==> config.mk <==
export PLATFORM = sky130hd
export DESIGN_NAME = dda_line_rasterizer
export DESIGN_NICKNAME = d
export VERILOG_FILES = /design/src/hw/rtl/dlr_pkg.sv /design/src/hw/rtl/dlr_front.sv /design/src/hw/rtl/dlr_fifo.sv /design/src/hw/rtl/dlr_divider.sv /design/src/hw/rtl/dlr_stepper.sv /design/src/hw/rtl/dda_line_rasterizer.sv
export SDC_FILE = /design/constraint.sdc
export NUM_CORES = 1
export LEC_CHECK = 0
export BUFFER_PORTS_ARGS = -buffer_cell sky130_fd_sc_hd__buf_2
export CAP_MARGIN = 15
export CORE_ASPECT_RATIO = 0.7
export CORE_MARGIN = 1.5
export CORE_UTILIZATION = 51
export CTS_CLUSTER_DIAMETER = 60
export DETAILED_ROUTE_END_ITERATION = 8
export PLACE_DENSITY = 0.65
export SLEW_MARGIN = 20
export SYNTH_ARGS = -nofsm -noshare
export SYNTH_HDL_FRONTEND = slang
export SYNTH_SLANG_ARGS = --single-unit
==> constraint.sdc <==
create_clock -name clk -period 10.2 [get_ports clk]
set_input_delay 1.02 -clock clk [delete_from_list [all_inputs] [get_ports clk]]
set_output_delay 1.02 -clock clk [all_outputs]
set_load 0.01 [all_outputs]
==> src/hw/rtl/dlr_pkg.sv <==
// Shared types and constants for the DDA line rasterizer.
// Used by every module of the block but dlr_divider; depends on nothing.

package dlr_pkg;

  // Depth of the segment queue between front end and stepper.
  localparam int FIFO_DEPTH = 2;
  localparam int FIFO_PTR_W = $clog2(FIFO_DEPTH);
  localparam int FIFO_CNT_W = $clog2(FIFO_DEPTH + 1);

  typedef struct packed {
    logic full;
    logic empty;
  } fifo_stat_t;

  typedef enum logic [1:0] {
    ST_IDLE,
    ST_DIV,
    ST_RUN
  } step_state_t;

endpackage

==> src/hw/rtl/dlr_front.sv <==
// Front end of the DDA line rasterizer: takes segments, works out the deltas
// and the step count, drops zero-length segments and queues the rest.
// Depends on dlr_pkg.

module dlr_front
  import dlr_pkg::*;
#(
  parameter int COORD_BITS = 6,
  parameter int IN_W       = 24,
  parameter int ENTRY_W    = 32
) (
  input  logic               in_tvalid,
  output logic               in_tready,
  input  logic [IN_W-1:0]    in_tdata,
  input  fifo_stat_t         fifo_stat,
  output logic               push,
  output logic [ENTRY_W-1:0] push_data
);

  localparam int C = COORD_BITS;

  logic [C-1:0] xs, ys, xe, ye;
  logic [C:0]   dx, dy;
  logic [C-1:0] adx, ady, n;
  logic         sx, sy;

  assign xs = in_tdata[0 +: C];
  assign ys = in_tdata[C +: C];
  assign xe = in_tdata[2*C +: C];
  assign ye = in_tdata[3*C +: C];

  always_comb begin
    dx  = {1'b0, xe} - {1'b0, xs};
    dy  = {1'b0, ye} - {1'b0, ys};
    sx  = dx[C];
    sy  = dy[C];
    adx = sx ? C'((~dx) + 1'b1) : dx[C-1:0];
    ady = sy ? C'((~dy) + 1'b1) : dy[C-1:0];
    n   = (adx > ady) ? adx : ady;
  end

  assign in_tready = ~fifo_stat.full;

  // A zero-length segment is taken from the input and produces nothing.
  assign push      = in_tvalid & in_tready & (n != '0);
  assign push_data = {n, sy, sx, ady, adx, ys, xs};

endmodule

==> src/hw/rtl/dlr_fifo.sv <==
// Short segment queue that decouples the front end from the stepper.
// Depends on dlr_pkg.

module dlr_fifo
  import dlr_pkg::*;
#(
  parameter int ENTRY_W = 32
) (
  input  logic               clk,
  input  logic               rst_n,
  input  logic               push,
  input  logic [ENTRY_W-1:0] push_data,
  input  logic               pop,
  output logic [ENTRY_W-1:0] head_data,
  output fifo_stat_t         stat
);

  logic [ENTRY_W-1:0]    mem [FIFO_DEPTH];
  logic [FIFO_PTR_W-1:0] wr_ptr_r, rd_ptr_r;
  logic [FIFO_CNT_W-1:0] count_r;

  assign stat.full  = (count_r == FIFO_CNT_W'(FIFO_DEPTH));
  assign stat.empty = (count_r == '0);
  assign head_data  = mem[rd_ptr_r];

  always_ff @(posedge clk) begin
    if (push) begin
      mem[wr_ptr_r] <= push_data;
    end
  end

  always_ff @(posedge clk) begin
    if (!rst_n) begin
      wr_ptr_r <= '0;
      rd_ptr_r <= '0;
      count_r  <= '0;
    end else begin
      if (push) begin
        wr_ptr_r <= (wr_ptr_r == FIFO_PTR_W'(FIFO_DEPTH - 1)) ? '0 : wr_ptr_r + 1'b1;
      end
      if (pop) begin
        rd_ptr_r <= (rd_ptr_r == FIFO_PTR_W'(FIFO_DEPTH - 1)) ? '0 : rd_ptr_r + 1'b1;
      end
      count_r <= count_r + FIFO_CNT_W'(push) - FIFO_CNT_W'(pop);
    end
  end

endmodule

==> src/hw/rtl/dlr_divider.sv <==
// Restoring divider that forms both increment magnitudes, one quotient bit
// per cycle: (mag << FRACTION_BITS) / den with mag <= den. Needs no package.

module dlr_divider #(
  parameter int COORD_BITS    = 6,
  parameter int FRACTION_BITS = 16
) (
  input  logic                   clk,
  input  logic                   rst_n,
  input  logic                   start,
  input  logic [COORD_BITS-1:0]  mag_x,
  input  logic [COORD_BITS-1:0]  mag_y,
  input  logic [COORD_BITS-1:0]  den,
  output logic                   done,
  output logic [FRACTION_BITS:0] quo_x,
  output logic [FRACTION_BITS:0] quo_y
);

  localparam int C  = COORD_BITS;
  localparam int F  = FRACTION_BITS;
  localparam int CW = $clog2(F + 1);

  logic [C-1:0]  den_r, rx_r, ry_r, rx_nxt, ry_nxt;
  logic [F:0]    qx_r, qy_r;
  logic [CW-1:0] cnt_r;
  logic          busy_r, first_r, done_r;
  logic [C:0]    trial_x, trial_y, diff_x, diff_y;
  logic          ge_x, ge_y;

  // The first step yields the integer bit; the remainder is not doubled.
  always_comb begin
    trial_x = first_r ? {1'b0, rx_r} : {rx_r, 1'b0};
    trial_y = first_r ? {1'b0, ry_r} : {ry_r, 1'b0};
    ge_x    = (trial_x >= {1'b0, den_r});
    ge_y    = (trial_y >= {1'b0, den_r});
    diff_x  = trial_x - {1'b0, den_r};
    diff_y  = trial_y - {1'b0, den_r};
    rx_nxt  = ge_x ? diff_x[C-1:0] : trial_x[C-1:0];
    ry_nxt  = ge_y ? diff_y[C-1:0] : trial_y[C-1:0];
  end

  always_ff @(posedge clk) begin
    if (start) begin
      den_r <= den;
      rx_r  <= mag_x;
      ry_r  <= mag_y;
    end else if (busy_r) begin
      rx_r <= rx_nxt;
      ry_r <= ry_nxt;
      qx_r <= {qx_r[F-1:0], ge_x};
      qy_r <= {qy_r[F-1:0], ge_y};
    end
  end

  always_ff @(posedge clk) begin
    if (!rst_n) begin
      busy_r  <= 1'b0;
      first_r <= 1'b0;
      done_r  <= 1'b0;
      cnt_r   <= '0;
    end else begin
      done_r <= 1'b0;
      if (start) begin
        busy_r  <= 1'b1;
        first_r <= 1'b1;
        cnt_r   <= '0;
      end else if (busy_r) begin
        first_r <= 1'b0;
        cnt_r   <= cnt_r + 1'b1;
        if (cnt_r == CW'(F)) begin
          busy_r <= 1'b0;
          done_r <= 1'b1;
        end
      end
    end
  end

  assign done  = done_r;
  assign quo_x = qx_r;
  assign quo_y = qy_r;

endmodule

==> src/hw/rtl/dlr_stepper.sv <==
// Back end of the DDA line rasterizer: pops a segment, runs the divider and
// then steps the accumulators, one pixel per transfer. Depends on dlr_pkg
// and dlr_divider.

module dlr_stepper
  import dlr_pkg::*;
#(
  parameter int COORD_BITS    = 6,
  parameter int FRACTION_BITS = 16,
  parameter int ENTRY_W       = 32,
  parameter int OUT_W         = 16
) (
  input  logic               clk,
  input  logic               rst_n,
  input  fifo_stat_t         fifo_stat,
  input  logic [ENTRY_W-1:0] head_data,
  output logic               pop,
  output logic               out_tvalid,
  input  logic               out_tready,
  output logic [OUT_W-1:0]   out_tdata,
  output logic               out_tlast
);

  localparam int C  = COORD_BITS;
  localparam int F  = FRACTION_BITS;
  localparam int AW = C + F;

  step_state_t state_r, state_nxt;

  logic [C-1:0]  h_xs, h_ys, h_adx, h_ady, h_n;
  logic          h_sx, h_sy;
  logic [C-1:0]  xs_r, ys_r, steps_r;
  logic          sx_r, sy_r;
  logic [AW-1:0] acc_x_r, acc_y_r, inc_x_r, inc_y_r, qx_ext, qy_ext;
  logic          div_done, load, emit;
  logic [F:0]    quo_x, quo_y;
  logic          out_valid_r, last_r;
  logic [C-1:0]  pix_x_r, pix_y_r;

  assign h_xs  = head_data[0 +: C];
  assign h_ys  = head_data[C +: C];
  assign h_adx = head_data[2*C +: C];
  assign h_ady = head_data[3*C +: C];
  assign h_sx  = head_data[4*C];
  assign h_sy  = head_data[4*C+1];
  assign h_n   = head_data[4*C+2 +: C];

  dlr_divider #(
    .COORD_BITS    (C),
    .FRACTION_BITS (F)
  ) u_divider (
    .clk   (clk),
    .rst_n (rst_n),
    .start (pop),
    .mag_x (h_adx),
    .mag_y (h_ady),
    .den   (h_n),
    .done  (div_done),
    .quo_x (quo_x),
    .quo_y (quo_y)
  );

  always_comb begin
    state_nxt = state_r;
    unique case (state_r)
      ST_IDLE: begin
        if (!fifo_stat.empty) state_nxt = ST_DIV;
      end
      ST_DIV: begin
        if (div_done) state_nxt = ST_RUN;
      end
      ST_RUN: begin
        if (emit && (steps_r == C'(1))) state_nxt = ST_IDLE;
      end
      default: state_nxt = ST_IDLE;
    endcase
  end

  always_comb begin
    pop  = 1'b0;
    load = 1'b0;
    emit = 1'b0;
    unique case (state_r)
      ST_IDLE: pop  = ~fifo_stat.empty;
      ST_DIV:  load = div_done;
      ST_RUN:  emit = ~out_valid_r | out_tready;
      default: ;
    endcase
  end

  assign qx_ext = {{(AW-F-1){1'b0}}, quo_x};
  assign qy_ext = {{(AW-F-1){1'b0}}, quo_y};

  always_ff @(posedge clk) begin
    if (pop) begin
      xs_r    <= h_xs;
      ys_r    <= h_ys;
      sx_r    <= h_sx;
      sy_r    <= h_sy;
      steps_r <= h_n;
    end
    // Positions wrap modulo 2^(COORD_BITS+FRACTION_BITS); only the integer
    // bits inside that range are ever shown.
    if (load) begin
      acc_x_r <= {xs_r, {F{1'b0}}};
      acc_y_r <= {ys_r, {F{1'b0}}};
      inc_x_r <= sx_r ? AW'(0) - qx_ext : qx_ext;
      inc_y_r <= sy_r ? AW'(0) - qy_ext : qy_ext;
    end else if (emit) begin
      acc_x_r <= acc_x_r + inc_x_r;
      acc_y_r <= acc_y_r + inc_y_r;
      steps_r <= steps_r - 1'b1;
    end
    if (emit) begin
      pix_x_r <= acc_x_r[F +: C];
      pix_y_r <= acc_y_r[F +: C];
      last_r  <= (steps_r == C'(1));
    end
  end

  always_ff @(posedge clk) begin
    if (!rst_n) begin
      state_r     <= ST_IDLE;
      out_valid_r <= 1'b0;
    end else begin
      state_r <= state_nxt;
      if (emit) begin
        out_valid_r <= 1'b1;
      end else if (out_tready) begin
        out_valid_r <= 1'b0;
      end
    end
  end

  assign out_tvalid = out_valid_r;
  assign out_tlast  = last_r;
  assign out_tdata  = {{(OUT_W-2*C){1'b0}}, pix_y_r, pix_x_r};

endmodule

==> src/hw/rtl/dda_line_rasterizer.sv <==
// DDA line rasterizer, top level.
// Slave stream in_*: one segment per transfer. in_tdata from the lowest bit:
// x_start, y_start, x_end, y_end, COORD_BITS each, zero padded to bytes.
// Master stream out_*: one pixel per transfer, out_tdata from the lowest bit:
// pixel_x, pixel_y, zero padded; out_tlast marks the final pixel of a run.
// A segment of length n = max(|dx|, |dy|) yields n pixels from the start
// point, never the end point; a zero-length segment yields none.
// The front end queues up to two segments, so input is taken while the
// stepper works. Per segment the stepper pops the entry, then waits for the
// shared bit-serial divider, which forms both increments one quotient bit
// per cycle, then steps out one pixel per transfer while the receiver takes
// them; it pops the next segment only after the last pixel of this one.
// With the stepper idle, a segment passes the queue, the pop, the divider and
// the accumulator load before its first pixel enters the output register.
// When the receiver stalls, the output register holds its pixel and the
// stepper waits; the queue then fills and in_tready falls.
// Reset (rst_n low, synchronous) empties the queue and the output register.
// Depends on dlr_pkg, dlr_front, dlr_fifo, dlr_divider and dlr_stepper.

module dda_line_rasterizer
  import dlr_pkg::*;
#(
  parameter int COORD_BITS    = 6,
  parameter int FRACTION_BITS = 16
) (
  input  logic                                     clk,
  input  logic                                     rst_n,
  input  logic                                     in_tvalid,
  output logic                                     in_tready,
  // x_start, y_start, x_end, y_end from the lowest bit up
  input  logic [((4*COORD_BITS+7)/8)*8-1:0]        in_tdata,
  output logic                                     out_tvalid,
  input  logic                                     out_tready,
  // pixel_x, pixel_y from the lowest bit up
  output logic [((2*COORD_BITS+7)/8)*8-1:0]        out_tdata,
  output logic                                     out_tlast
);

  localparam int IN_W    = ((4*COORD_BITS+7)/8)*8;
  localparam int OUT_W   = ((2*COORD_BITS+7)/8)*8;
  localparam int ENTRY_W = 5*COORD_BITS + 2;

  fifo_stat_t         fifo_stat;
  logic               push, pop;
  logic [ENTRY_W-1:0] push_data, head_data;

  dlr_front #(
    .COORD_BITS (COORD_BITS),
    .IN_W       (IN_W),
    .ENTRY_W    (ENTRY_W)
  ) u_front (
    .in_tvalid (in_tvalid),
    .in_tready (in_tready),
    .in_tdata  (in_tdata),
    .fifo_stat (fifo_stat),
    .push      (push),
    .push_data (push_data)
  );

  dlr_fifo #(
    .ENTRY_W (ENTRY_W)
  ) u_fifo (
    .clk       (clk),
    .rst_n     (rst_n),
    .push      (push),
    .push_data (push_data),
    .pop       (pop),
    .head_data (head_data),
    .stat      (fifo_stat)
  );

  dlr_stepper #(
    .COORD_BITS    (COORD_BITS),
    .FRACTION_BITS (FRACTION_BITS),
    .ENTRY_W       (ENTRY_W),
    .OUT_W         (OUT_W)
  ) u_stepper (
    .clk        (clk),
    .rst_n      (rst_n),
    .fifo_stat  (fifo_stat),
    .head_data  (head_data),
    .pop        (pop),
    .out_tvalid (out_tvalid),
    .out_tready (out_tready),
    .out_tdata  (out_tdata),
    .out_tlast  (out_tlast)
  );

endmodule

Yosys cells after proc, flatten, opt, wreduce, memory -nomap -nowiden
Memories as Yosys holds them, arrays and structs flattened. A register that Yosys moved wholly into a read port is not among the register bits.
Index checks and enable logic that the tools add are counted.
Storage, ports and cells
  register bits after elaboration: 180
  memory bits (writable): 64
  memories kept: 1
Memories
  u_fifo.mem: depth 2, width 32, rd ports 1, clocked after Yosys merged registers in 1, wr ports 1, line dlr_fifo.sv:18  | logic [ENTRY_W-1:0] mem [FIFO_DEPTH];
Operators by class
  $add $sub $neg: 16
  magnitude comparators: 3
  equal/unequal tests: 8
  multiplexer cells: 41
  bitwise logic cells: 11
  reduce and logical (&&, ||, !) cells: 11
Operators with widths (count)
  2-to-1 mux 22 bit: 4
  2-to-1 mux 6 bit: 12
  adder 22 bit: 2
  subtractor 1 x 17 -> 18 bit, first input constant: 2
  2-to-1 mux 17 bit: 2
  2-to-1 mux 1 bit: 17
  greater-or-equal comparator 7 x 6 -> 1 bit: 2
  2-to-1 mux 7 bit: 2
  subtractor 6 x 6 -> 7 bit: 2
  adder 6 x 1 -> 6 bit, second input constant: 2
  NOT 6 bit: 2
  subtractor 6 bit: 2
  == test 6 x 1 -> 1 bit, second input constant: 1
  > comparator 6 bit: 1
  2-to-1 mux 2 bit: 3
  NOT 1 bit: 6
  one-hot mux 2 bit (3 select lines): 1
  nonzero test 2 bit: 3
  nonzero test 6 bit: 1
  subtractor 6 x 1 -> 6 bit, second input constant: 1
  adder 5 x 1 -> 5 bit, second input constant: 1
  == test 5 bit, second input constant: 1
  == test 2 bit, second input constant: 2
  logical NOT 2 bit: 2
  other kinds (13): 16

Longest topological paths before layout
Gate-level depths: netlist of run 1.
  word-level depth: 10
  gate-level depth with buffers: 24
  depth with buffers taken out: 24

Modules after synthesis
A second synthesis of run 1 with hierarchy kept.
Second synthesis, totals
  cells, all modules: 1127
  area, all modules: 13270.2 sq um
By module, submodules not included
  dlr_stepper: instances 1, cells each 624, area each 6475.0 sq um, seq. area each 3072.9 sq um
  dlr_divider: instances 1, cells each 210, area each 2826.5 sq um, seq. area each 1721.7 sq um
  dlr_fifo: instances 1, cells each 121, area each 2691.3 sq um, seq. area each 2021.9 sq um
  dlr_front: instances 1, cells each 172, area each 1277.5 sq um, seq. area each 0.0 sq um

Least setup slack after synthesis of run 1
OpenSTA, ideal clock, no wires.
  path type: input -> register
  start: input port in_tdata[18]
  end: memory u_fifo.mem[0][0] (enable)
  setup time: 470 ps
  data arrival time: 6598 ps
  setup slack: 3132 ps
  stages: 17
  cell sequence: inv_1 -> ha_1 -> inv_1 -> fa_1 -> a211oi_1 -> o21bai_1 -> a21oi_2 -> and2_1 -> xor2_1 -> inv_1 -> ha_1 -> a21o_1 -> a21o_1 -> a211oi_1 -> nor3_1 -> a22o_2 -> a211oi_1
On the way
  elaborated cells between the ends (all ways): 10
  those cells by class: add/sub (2); order compare (1); mux (4); bitwise (2); reduce/logical (1)
RTL lines
  start, declared: line dda_line_rasterizer.sv:31  | input logic [((4*COORD_BITS+7)/8)*8-1:0] in_tdata,
  subtractor 6 x 6 -> 7 bit (*): line dlr_front.sv:34  | dy = {1'b0, ye} - {1'b0, ys};
  net push_data[25]: line dda_line_rasterizer.sv:45  | logic [ENTRY_W-1:0] push_data, head_data;
  2-to-1 mux 6 bit (*): line dlr_front.sv:38  | ady = sy ? C'((~dy) + 1'b1) : dy[C-1:0];
  net push_data[21]: line dda_line_rasterizer.sv:45
  > comparator 6 bit: line dlr_front.sv:39  | n = (adx > ady) ? adx : ady;
  2-to-1 mux 6 bit (*): line dlr_front.sv:39
  nonzero test 6 bit (*): line dlr_front.sv:45  | assign push = in_tvalid & in_tready & (n != '0);
  bitwise AND 1 bit (*): line dlr_front.sv:45
  2-to-1 mux 1 bit (*): line dlr_fifo.sv:27  | if (push) begin
  2-to-1 mux 1 bit (implied by the code) (*): line dlr_fifo.sv:28  | mem[wr_ptr_r] <= push_data;
  end, declared: line dlr_fifo.sv:18
Mark *: on every way through the listed nets, which the timed path passes. The rest lies on a longest branch.

Worst setup path after layout of run 1
  start: input port in_tdata[18]
  end: register u_fifo.count_r[1]
On the way
  elaborated cells between the ends (all ways): 10
  those cells by class: add/sub (4); order compare (1); mux (2); bitwise (2); reduce/logical (1)
RTL lines
  subtractor 6 x 6 -> 7 bit (*): line dlr_front.sv:34
  net push_data[25]: line dda_line_rasterizer.sv:45
  2-to-1 mux 6 bit (*): line dlr_front.sv:38
  net push_data[21]: line dda_line_rasterizer.sv:45
  > comparator 6 bit: line dlr_front.sv:39
  2-to-1 mux 6 bit (*): line dlr_front.sv:39
  nonzero test 6 bit (*): line dlr_front.sv:45
  bitwise AND 1 bit (*): line dlr_front.sv:45
  adder 2 x 1 -> 2 bit (*): line dlr_fifo.sv:44  | count_r <= count_r + FIFO_CNT_W'(push) - FIFO_CNT_W'(pop);
  subtractor 2 x 1 -> 2 bit (*): line dlr_fifo.sv:44
  end signal, assigned: line dlr_fifo.sv:44
  end, declared: line dlr_fifo.sv:20  | logic [FIFO_CNT_W-1:0] count_r;
Marked as above.
A chain may end at the register's enable or synchronous reset.

==> results of run 1 <==
-- logic make-up after synthesis --
family	share of synthesized area, %
AO/OA/AOI/OAI	13.70
XOR/XNOR	5.553
adder cells (fa/ha/maj)	8.987
buffers and inverters	3.071
flip-flops	53.45
multiplexers	3.993
other	0.02940
AND/OR/NAND/NOR	11.22
-- routing by layer --
| metal | up-vias | wire length (um) | global-route usage (%) |
|---|---|---|---|
| met3 | 38 | 1362 | 3.160 |
| met4 | 2 | 479 | 4.780 |
| met1 | 4032 | 13930 | 33.07 |
| met2 | 201 | 10830 | 29.76 |
| met5 | - | 17 | 0 |
| li1 | 4188 | - | - |
-- flip-flops by register name, summed over array words and instances, names as in the netlist, 17 cells and up, named ones only --
name / count
u_stepper.acc_y_r: 22
u_stepper.inc_x_r: 18
u_stepper.acc_x_r: 22
u_fifo.mem: 64
u_stepper.u_divider.quo_x: 17
u_stepper.u_divider.quo_y: 17
u_stepper.inc_y_r: 18
-- final cells by class --
cell class	count	area share, %
clock buffers	38	5.042
inverters	69	1.828
repair buffers	52	2.013
flip-flops and latches	245	48.11
diodes	2	0.03532
well taps	325	2.870
multi-input cells	762	39.42
clock inverters	8	0.6887
-- critical path: stages --
cell      delay, ns
buf_2          0.09
inv_1          0.05
ha_1           0.18
inv_1          0.06
fa_1           0.44
a211oi_1       0.26
o21bai_1       0.15
a21oi_2        0.29
and2_1         0.19
xor2_1         0.34
inv_1          0.08
ha_1           0.31
a21o_1         0.18
a21o_1         0.18
a211oi_1       0.39
nor2_1         0.24
nand4b_1       0.24
o22ai_1        0.55
a21o_2         0.22
ha_1           0.22
inv_1          0.06
ha_1           0.14
xor2_1         0.17
xnor2_1        0.13
nor2_1         0.05
-- synthesized netlist by cell type, drive strengths merged (7+ instances only) --
master	instances	area (sq um)
clkbuf	23	86.33
o21a	13	105.1
xnor2	47	419.2
o31ai	20	163.9
o211ai	7	52.55
inv	68	255.2
or3	16	105.1
a21o	15	113.9
a32o	7	70.07
mux2	31	349.1
dfxtp	54	1081
nand2b	24	150.1
ha	82	1026
a21oi	56	284.0
nor2b	16	107.6
edfxtp	191	5736
nand3	18	90.09
mux2i	16	160.2
xor2	33	289.0
and2	8	52.55
o21ai	62	321.6
nor3	23	115.1
buf	8	46.29
a211oi	17	137.6
nand2	85	319.1
nor2	66	247.7
-- worst max path at each step --
stage	slack [ns]	start	to	depth (start not counted)
3_3_place_gp	4.04	in_tdata[18]	u_fifo.count_r[1]	25
6_report	4.35	in_tdata[18]	u_fifo.count_r[1]	25
2_1_floorplan	3.13	in_tdata[18]	u_fifo.mem[0][0]	17
3_5_place_dp	3.84	in_tdata[18]	u_fifo.mem[1][10]	20
5_1_grt	3.90	in_tdata[18]	u_fifo.mem[1][20]	20
4_1_cts	4.35	in_tdata[18]	u_fifo.mem[1][20]	20
-- through the flow --
step | instance area (sq um) | setup WS [ns]
final | 14170 | 4.349
after global routing | 14170 | 3.901
after CTS | 14160 | 4.346
after detailed placement | 13350 | 3.837
after global placement | 13350 | 4.045
after floorplan | 12760 | 3.132
-- report_power, final --
group          leakage (nW)  internal (W)  switching [W]  total (W)
combinational          2.88      0.000529       0.000722    0.00125
sequential             2.22       0.00143       0.000156    0.00159
clock                 0.397      0.000535       0.000377   0.000912
==> impl_results.rst, run 1 <==
.. list-table::
   :header-rows: 1

   * - Metric
     - Value
   * - Mean instance size in the synthesized netlist
     - 11.55 sq um
   * - Avg Vias per Cell
     - 5.637
   * - Setup slack of the most critical reg-to-reg path
     - 6.52 ns
   * - Count of clock tree sinks
     - 245
   * - Remaining number of nets flagged by the antenna check after routing
     - 0
   * - Number of enable flip-flop cells after synthesis
     - 191
   * - Placed wire-length estimate
     - 18470 um
   * - Core region area
     - 0.02462 sq mm
   * - RSZ-0062 raised after global routing
     - false
   * - Time the final worst path needs with I/O delays and setup
     - 5.851 ns
   * - Final Hold Violating Endpoints
     - 0
   * - Count of TritonRoute iterations in the first routing pass
     - 5
   * - Capturing point of the worst reg2reg path
     - u_stepper.u_divider.rx_r[0]
   * - Multi-input logic area
     - 0.005585 sq mm
   * - Commonest non-fill, non-tap cell in the layout
     - edfxtp_1
   * - Outcome
     - finished, final reports clean
   * - Input/output buffers
     - 42
   * - Die Span Y
     - 135.3 um
   * - Placed Instances
     - 1453
   * - Number of warnings reported in the yosys synthesis log
     - 0
   * - TritonCTS clock tree
     - done
   * - Wire length per cell
     - 17.73 um
   * - Final #Nets
     - 1271
   * - Critical Path AT
     - 6.26 ns
   * - Post-route setup TNS
     - 0 ns
   * - Number of antenna violations at the first check in global routing
     - 3
   * - Growth of design area from synthesis to finish
     - 11.11%
   * - Post-CTS setup buffer count
     - 0
   * - Slew Limit Headroom
     - 43.79%
   * - Gate Count Post-Synth
     - 1104
   * - Most frequent cells in the layout
     - 191 x edfxtp_1, 85 x nand2_1, 82 x ha_1
   * - Number of instances resized during post-cts repair
     - 0
   * - Final core utilization
     - 57.55%
   * - Peak supply drop
     - 0.1502 mV
   * - Max-capacitance violation count
     - 0
   * - Period utilization
     - 57.36%
   * - Total power after layout
     - 0.003749 W
   * - GRT Total Usage
     - 20.85%
   * - Clock-pin slew on the worst setup and hold paths
     - 0.06 ns
   * - Class of the most critical setup path
     - in -> reg
   * - Global placement routability congestion
     - 0.8919
   * - Cell Rows
     - 48
   * - Type of element launching the critical path
     - input pin
   * - Post-synthesis sequential area ratio
     - 53.45%
   * - Number of buffers created by CTS
     - 25
   * - Max Fanout on Critical Path
     - 9
   * - Ratio of cells with drive above 1 in the final layout
     - 12.27%
   * - Final count of negative-setup-slack endpoints
     - 0
   * - Level count of the clock H-tree
     - 1
   * - Post-layout instance count excluding filler cells
     - 1501
   * - Wirelength, routed
     - 26620 um
   * - Destination of the worst hold path
     - u_stepper.state_r[0]
   * - Die area
     - 0.02598 sq mm
   * - Remaining global-route overflow
     - 0
   * - Worst min-delay path startpoint
     - u_stepper.u_divider.done
   * - Starting Density
     - 51.79%
   * - Insertion delay of the later-clocked pin in the worst-skew pair
     - 0.53 ns
   * - Ys async rst share
     - 0%
   * - Most used flip-flop cell after synthesis
     - edfxtp_1
   * - Cell area after synthesis
     - 0.01275 sq mm
   * - Number of unique standard cell types used by synthesis
     - 78
   * - Post-synthesis register bit count
     - 245
   * - FF/Latch Area
     - 0.006817 sq mm
   * - First-pass GRT wire length
     - 42310 um
   * - Element type at the critical path end
     - flip-flop
   * - Die W
     - 192.0 um
   * - Clk_skew
     - 0.01630 ns
   * - Drt initial violations
     - 486
   * - Worst reg-to-reg path cell count
     - 11
   * - Source of the worst register-to-register timing path
     - u_stepper.u_divider.first_r
   * - Final Hold Slack
     - 0.4599 ns
   * - Max Root-Sink Buffers
     - 3
   * - Drc violations
     - 0
   * - PwrDens
     - 264.6 mW/mm^2
   * - Pins Over Slew Limit
     - 0
   * - Pin count of the biggest net entering global routing
     - 51
   * - Number of fill cells
     - 2036
   * - Vias in the first global route
     - 7896
   * - Vias
     - 8461
   * - Pin slew with the least headroom to its limit
     - 0.8404 ns
   * - Cells on Worst Hold Path
     - 1
   * - Leakage power
     - 5.493 nW
   * - Highest Clock Rate
     - 170.9 MHz
   * - Number of hold buffers added after CTS
     - 0
   * - Root cell of the clock tree
     - clkbuf_16
   * - Num ports
     - 47
   * - Hold Crit Class
     - reg -> reg
   * - CP required
     - 10.61 ns
No activity file was read; power rests on OpenSTA's default activity.
==> run 2, diff against run 1 <==
Clock period 10.2 ns to 5.86 ns, I/O delays scaled along.
==> run 2 against run 1 <==
Against the previous run:
- global-route usage is 0.38 points higher
- highest routed layer unchanged
- wire length is 0.61% higher
- critical path type unchanged
- combinational power is 75% higher
==> impl_results.rst, run 2 (synthesis gave the netlist of run 1 again) <==
.. list-table::
   :header-rows: 1

   * - Metric
     - Value
   * - Wire length per cell
     - 17.80 um (+0.34%)
   * - Remaining number of nets flagged by the antenna check after routing
     - 0 (unchanged)
   * - Worst reg-to-reg path cell count
     - 11 (unchanged)
   * - Worst min-delay path startpoint
     - in_tdata[7]
   * - Cell with the biggest individual delay on the critical path
     - nor2_1
   * - Max-capacitance violation count
     - 0 (unchanged)
   * - Final core utilization
     - 57.55% (about the same)
   * - Commonest non-fill, non-tap cell in the layout
     - edfxtp_1
   * - Num ports
     - 47 (unchanged)
   * - Final Hold Slack
     - 0.2675 ns (-0.1924 ns)
   * - Count of TritonRoute iterations in the first routing pass
     - 5 (unchanged)
   * - Number of flip-flops under the largest register name
     - 64 (unchanged)
   * - Class of the most critical setup path
     - in -> reg
   * - Remaining global-route overflow
     - 0 (unchanged)
   * - Number of buffers created by CTS
     - 24 (-4.0%)
   * - Sequential power share
     - 42.7% (+0.4 points)
   * - Level count of the clock H-tree
     - 1 (unchanged)
   * - Wirelength, routed
     - 26780 um (+0.61%)
   * - Placed wire-length estimate
     - 18630 um (+0.87%)
   * - Highest Clock Rate
     - 202.6 MHz
   * - Pin slew with the least headroom to its limit
     - 1.021 ns (+0.1803 ns)
   * - Cells on Worst Hold Path
     - 1 (unchanged)
   * - Core region area
     - 0.02462 sq mm (unchanged)
   * - Pins Over Slew Limit
     - 0 (unchanged)
   * - Destination of the worst hold path
     - u_fifo.mem[1][7]
   * - GRT Total Usage
     - 21.23% (+0.38 points)
   * - Post-CTS setup buffer count
     - 0 (unchanged)
   * - Final Hold Violating Endpoints
     - 0 (unchanged)
   * - Register with the most flip-flops
     - u_fifo.mem
   * - Final #Nets
     - 1277 (+0.47%)
   * - Growth of design area from synthesis to finish
     - 11.12% (about the same)
   * - Most frequent cells in the layout
     - 191 x edfxtp_1, 85 x nand2_1, 82 x ha_1
   * - Outcome
     - finished, final reports clean
   * - Input/output buffers
     - 42 (unchanged)
   * - Starting Density
     - 51.79% (unchanged)
   * - Type of element launching the critical path
     - input pin
   * - Period utilization
     - 84.24%
   * - Leakage power
     - 5.492 nW (about the same)
   * - RSZ-0062 raised after global routing
     - false
   * - CP required
     - 6.26 ns (-4.35 ns)
   * - Die area
     - 0.02598 sq mm (unchanged)
   * - CP max stage delay
     - 0.47 ns (-0.08 ns)
   * - Peak supply drop
     - 0.2263 mV (+51%)
   * - Time the final worst path needs with I/O delays and setup
     - 4.936 ns
   * - Final count of negative-setup-slack endpoints
     - 0 (unchanged)
   * - TritonCTS clock tree
     - done
   * - PwrDens
     - 455.6 mW/mm^2 (+72%)
   * - Critical Path AT
     - 5.34 ns (-0.92 ns)
   * - Vias in the first global route
     - 8063 (+2.1%)
   * - Logic gate share of total power
     - 33.9% (+0.5 points)
   * - Source of the worst register-to-register timing path
     - u_stepper.u_divider.first_r
   * - Largest registers ranked by flip-flop count
     - u_fifo.mem: 64 flops, u_stepper.acc_x_r: 22 flops, u_stepper.acc_y_r: 22 flops
   * - Psw
     - 0.002189 W (+74%)
   * - Number of antenna violations at the first check in global routing
     - 2 (-1)
   * - Series of cell instances along the critical path
     - buf_2 -> ha_1 -> fa_1 -> nand2b_1 -> a21oi_1 -> o21a_1 -> nor2_1 -> o31ai_4 -> xnor2_1 -> inv_1 -> ha_1 -> nand4_1 -> a21oi_1 -> a211oi_1 -> nor2_1 -> nor2_1 -> a22o_2 -> a21o_2 -> ha_1 -> inv_1 -> ha_1 -> xor2_1 -> xnor2_1 -> nor2_1
   * - Pin count of the biggest net entering global routing
     - 51 (unchanged)
   * - Capturing point of the worst reg2reg path
     - u_stepper.u_divider.ry_r[1]
   * - Insertion delay of the later-clocked pin in the worst-skew pair
     - 0.52 ns (about the same)
   * - Vias
     - 8408 (-0.63%)
   * - Internal power contribution
     - 0.004268 W (+71%)
   * - Hold Crit Class
     - in -> reg
   * - Global placement routability congestion
     - 0.8375 (-6.1%)
   * - Drt initial violations
     - 548 (+13%)
   * - Die W
     - 192.0 um (unchanged)
   * - Die Span Y
     - 135.3 um (unchanged)
   * - Number of instances resized during post-cts repair
     - 0 (unchanged)
   * - Cell Rows
     - 48 (unchanged)
   * - Drc violations
     - 0 (unchanged)
   * - Ratio of cells with drive above 1 in the final layout
     - 13.06% (+0.80 points)
   * - Max Fanout on Critical Path
     - 9 (unchanged)
   * - Avg Vias per Cell
     - 5.587 (-0.89%)
   * - Pre-CTS setup slack
     - 0.4729 ns (-3.365 ns)
   * - Sw frac
     - 33.91% (+0.44 points)
   * - Setup slack of the most critical reg-to-reg path
     - 2.11 ns (-4.41 ns)
   * - Fraction of power consumed by the clock network
     - 23.4% (-0.9 points)
   * - Slew Limit Headroom
     - 31.87% (-12 points)
   * - First-pass GRT wire length
     - 43030 um (+1.7%)
   * - Element type at the critical path end
     - flip-flop
   * - Post-route setup slack
     - 0.9238 ns (-3.425 ns)
   * - Count of clock tree sinks
     - 245 (unchanged)
   * - Clock-pin slew on the worst setup and hold paths
     - 0.06 ns (about the same)
   * - Clk_skew
     - 0.008446 ns (-0.007855 ns)
   * - Number of hold buffers added after CTS
     - 0 (unchanged)
   * - Root cell of the clock tree
     - clkbuf_16
   * - Max Root-Sink Buffers
     - 3 (unchanged)
-- run 2: critical path: cells and delay by family --
family | cells | cell delay, ns
simple gates | 6 | 1.11
fa+ha+maj | 5 | 1.41
buf+inv | 3 | 0.32
xor+xnor | 3 | 0.58
compound gates | 7 | 1.34
-- run 2: final cells by class --
class | instances | area (sq um)
antenna | 1 | 2.502
clock buffer | 30 | 654.4
clock inverter | 14 | 108.9
fill | 2061 | 10450
inverter | 69 | 259.0
multi-input combinational | 762 | 5585
sequential | 245 | 6817
tap | 325 | 406.6
timing repair buffer | 59 | 337.8
-- run 2: power by group through the flow --
stage	Sequential [W]	Clock, W	Combinational (W)
floorplan	0.00267	0	0.00170
global placement	0.00278	0	0.00213
detailed placement	0.00279	0	0.00218
CTS	0.00275	0.00155	0.00220
global route	0.00280	0.00161	0.00246
finish	0.00276	0.00151	0.00219
-- run 2: layer usage --
layer,vias to the layer above,global-route usage [%],share of wire (%)
met5,-,0,0.063
met4,2,5.426,2.2
met3,39,4.170,5.5
met2,182,31.19,41
met1,3990,32.11,51
li1,4195,-,-
-- run 2: how the worst max path moves through the flow --
stage,startpoint,cells past startpoint,slack (ns),to
5_1_grt,in_tdata[18],25,0.62,u_fifo.count_r[1]
4_1_cts,in_tdata[0],24,0.98,u_fifo.count_r[1]
3_3_place_gp,in_tdata[18],25,0.68,u_fifo.count_r[1]
6_report,in_tdata[0],24,0.92,u_fifo.count_r[1]
3_5_place_dp,in_tdata[0],24,0.47,u_fifo.count_r[1]
2_1_floorplan,in_tdata[18],17,-0.77,u_fifo.mem[0][0]
-- run 2: through the flow --
step,cell area (sq um),cells,power [W],TNS [ns]
after floorplan,12760,1107,0.004367,-49.56
after global placement,13410,1460,0.004908,0
after detailed placement,13410,1460,0.004962,0
after CTS,14170,1504,0.006493,0
after global routing,14170,1505,0.006864,0
final,14170,1505,0.006457,0
==> run 3, diff against run 2 <==
Clock period 5.86 ns to 5.05 ns, I/O delays scaled along.
==> run 3 against run 2 <==
Against the previous run:
- die area unchanged
- critical endpoint unchanged
- global-route usage fell by 0.57 points
- via count rose by 0.81%
- critical path depth down 1
- worst setup slack got worse by 0.48 ns
==> impl_results.rst, run 3 (synthesis gave the netlist of run 1 again) <==
.. list-table::
   :header-rows: 1

   * - Metric
     - Value
   * - Avg Vias per Cell
     - 5.598 (+0.21%)
   * - Source of the worst register-to-register timing path
     - u_stepper.u_divider.first_r
   * - Element type at the critical path end
     - flip-flop
   * - Max-capacitance violation count
     - 0 (unchanged)
   * - Count of clock tree sinks
     - 245 (unchanged)
   * - Vias
     - 8476 (+0.81%)
   * - Slew Limit Headroom
     - 44.76% (+13 points)
   * - RSZ-0062 raised after global routing
     - false
   * - Drt initial violations
     - 450 (-18%)
   * - First-pass GRT wire length
     - 42010 um (-2.4%)
   * - CP required
     - 5.46 ns (-0.80 ns)
   * - Wire length per cell
     - 17.48 um (-1.8%)
   * - Num ports
     - 47 (unchanged)
   * - Die area
     - 0.02598 sq mm (unchanged)
   * - Drc violations
     - 0 (unchanged)
   * - Post-route setup TNS
     - 0 ns (unchanged)
   * - Wirelength, routed
     - 26470 um (-1.2%)
   * - Final core utilization
     - 58.48% (+0.92 points)
   * - Worst min-delay path startpoint
     - in_tdata[4]
   * - Growth of design area from synthesis to finish
     - 12.90%
   * - Count of TritonRoute iterations in the first routing pass
     - 5 (unchanged)
   * - GRT Total Usage
     - 20.66% (-0.57 points)
   * - Worst reg-to-reg path cell count
     - 11 (unchanged)
   * - Cells on Worst Hold Path
     - 1 (unchanged)
   * - Number of flip-flops under the largest register name
     - 64 (unchanged)
   * - Max Fanout on Critical Path
     - 4 (-5)
   * - PwrDens
     - 543.5 mW/mm^2 (+19%)
   * - Crit-path leading delay family
     - adder cells
   * - Placed wire-length estimate
     - 18740 um (+0.60%)
   * - Insertion delay of the later-clocked pin in the worst-skew pair
     - 0.53 ns (about the same)
   * - TritonCTS clock tree
     - done
   * - Pin slew with the least headroom to its limit
     - 0.8275 ns (-0.1932 ns)
   * - Clock-pin slew on the worst setup and hold paths
     - 0.06 ns (about the same)
   * - CP max stage delay
     - 0.47 ns (about the same)
   * - Number of antenna violations at the first check in global routing
     - 1 (-1)
   * - Setup slack of the most critical reg-to-reg path
     - 1.35 ns (-0.76 ns)
   * - Pin count of the biggest net entering global routing
     - 51 (unchanged)
   * - Critical Path AT
     - 5.02 ns (-0.32 ns)
   * - Level count of the clock H-tree
     - 1 (unchanged)
   * - Starting Density
     - 51.79% (unchanged)
   * - Final Hold Violating Endpoints
     - 0 (unchanged)
   * - Cell with the biggest individual delay on the critical path
     - or4_1
   * - Core region area
     - 0.02462 sq mm (unchanged)
   * - Number of fill cells
     - 2025 (-1.7%)
   * - Most frequent cells in the layout
     - 191 x edfxtp_1, 85 x nand2_1, 82 x ha_1
   * - Series of cell instances along the critical path
     - buf_2 -> ha_1 -> inv_1 -> fa_1 -> inv_1 -> ha_1 -> nand2_1 -> or4_1 -> o211a_1 -> xnor2_1 -> ha_1 -> a21o_1 -> a211oi_1 -> nor2_1 -> nand4b_1 -> o22ai_1 -> a21o_2 -> ha_1 -> inv_1 -> ha_1 -> xor2_1 -> xnor2_1 -> nor2_1
   * - Period utilization
     - 91.30%
   * - Cell Rows
     - 48 (unchanged)
   * - Destination of the worst hold path
     - u_fifo.mem[0][4]
   * - Critical Path Most Common Cell
     - ha_1
   * - Die Span Y
     - 135.3 um (unchanged)
   * - Time the final worst path needs with I/O delays and setup
     - 4.610 ns
   * - Register with the most flip-flops
     - u_fifo.mem
   * - Clk_skew
     - 0.01114 ns (+0.002690 ns)
   * - Capturing point of the worst reg2reg path
     - u_stepper.u_divider.ry_r[1]
   * - Number of buffers created by CTS
     - 26 (+8.3%)
   * - Root cell of the clock tree
     - clkbuf_16
   * - Stages on worst setup path
     - 23 (-4.2%)
   * - Final Hold Slack
     - 0.1782 ns (-0.08926 ns)
   * - Number of instances resized during post-cts repair
     - 0 (unchanged)
   * - Bufs and invs on worst path
     - 4 (+1)
   * - Ratio of cells with drive above 1 in the final layout
     - 13.97% (+0.91 points)
   * - Post-CTS setup buffer count
     - 0 (unchanged)
   * - Remaining number of nets flagged by the antenna check after routing
     - 0 (unchanged)
   * - Vias in the first global route
     - 7925 (-1.7%)
   * - Peak supply drop
     - 0.2724 mV (+20%)
   * - Final #Nets
     - 1284 (+0.55%)
   * - Highest Clock Rate
     - 216.9 MHz
   * - Leakage power
     - 5.611 nW (+2.2%)
   * - Die W
     - 192.0 um (unchanged)
   * - Outcome
     - finished, final reports clean
   * - Remaining global-route overflow
     - 0 (unchanged)
   * - Commonest non-fill, non-tap cell in the layout
     - edfxtp_1
   * - Max Root-Sink Buffers
     - 3 (unchanged)
   * - Final count of negative-setup-slack endpoints
     - 0 (unchanged)
   * - Pins Over Slew Limit
     - 0 (unchanged)
   * - Type of element launching the critical path
     - input pin
   * - Hold Crit Class
     - in -> reg
   * - Largest registers ranked by flip-flop count
     - u_fifo.mem: 64 flops, u_stepper.acc_x_r: 22 flops, u_stepper.acc_y_r: 22 flops
   * - Class of the most critical setup path
     - in -> reg
   * - Global placement routability congestion
     - 0.8780 (+4.8%)
   * - Input/output buffers
     - 42 (unchanged)
   * - Number of hold buffers added after CTS
     - 0 (unchanged)
## run 3: how the worst max path moves through the flow
stage,from,endpoint,slack (ns)
finish,in_tdata[6],u_fifo.count_r[1],0.44
global route,in_tdata[18],u_fifo.count_r[1],0.11
CTS,in_tdata[18],u_fifo.count_r[1],0.50
detailed placement,in_tdata[18],u_fifo.count_r[1],-0.02
global placement,in_tdata[18],u_fifo.count_r[1],0.14
floorplan,in_tdata[18],u_fifo.mem[0][0],-0.41
## run 3: cell type report
| type | instances | area [sq um] | area share [%] |
|---|---|---|---|
| inverters | 69 | 259.0 | 1.799 |
| diodes | 1 | 2.502 | 0.01738 |
| well taps | 325 | 406.6 | 2.824 |
| multi-input cells | 762 | 5585 | 38.79 |
| clock inverters | 21 | 252.7 | 1.755 |
| repair buffers | 64 | 400.4 | 2.781 |
| clock buffers | 27 | 675.6 | 4.692 |
| flip-flops and latches | 245 | 6817 | 47.34 |
## run 3: metrics by stage
| stage | cells | setup WS (ns) | cell area, sq um | total power [W] |
|---|---|---|---|---|
| after floorplan | 1107 | -0.4098 | 12770 | 0.005068 |
| after global placement | 1465 | 0.1417 | 13470 | 0.005742 |
| after detailed placement | 1465 | -0.02149 | 13470 | 0.005803 |
| after CTS | 1513 | 0.4953 | 14400 | 0.007877 |
| after global routing | 1514 | 0.1071 | 14400 | 0.008293 |
| final | 1514 | 0.4395 | 14400 | 0.007826 |
## run 3: per-layer routing
metal / part of all wire, % / track usage [%] / vias up
met3: 3.6 / 2.564 / 26
li1: - / - / 4218
met1: 53 / 32.38 / 4101
met5: 0 / 0 / -
met4: 1.3 / 4.048 / 0
met2: 42 / 30.73 / 131
## run 3: power by group
group,switching (W),internal (W)
Clock,0.000814,0.00124
Sequential,0.000324,0.00289
Combinational,0.00144,0.00113
Total,0.00258,0.00525
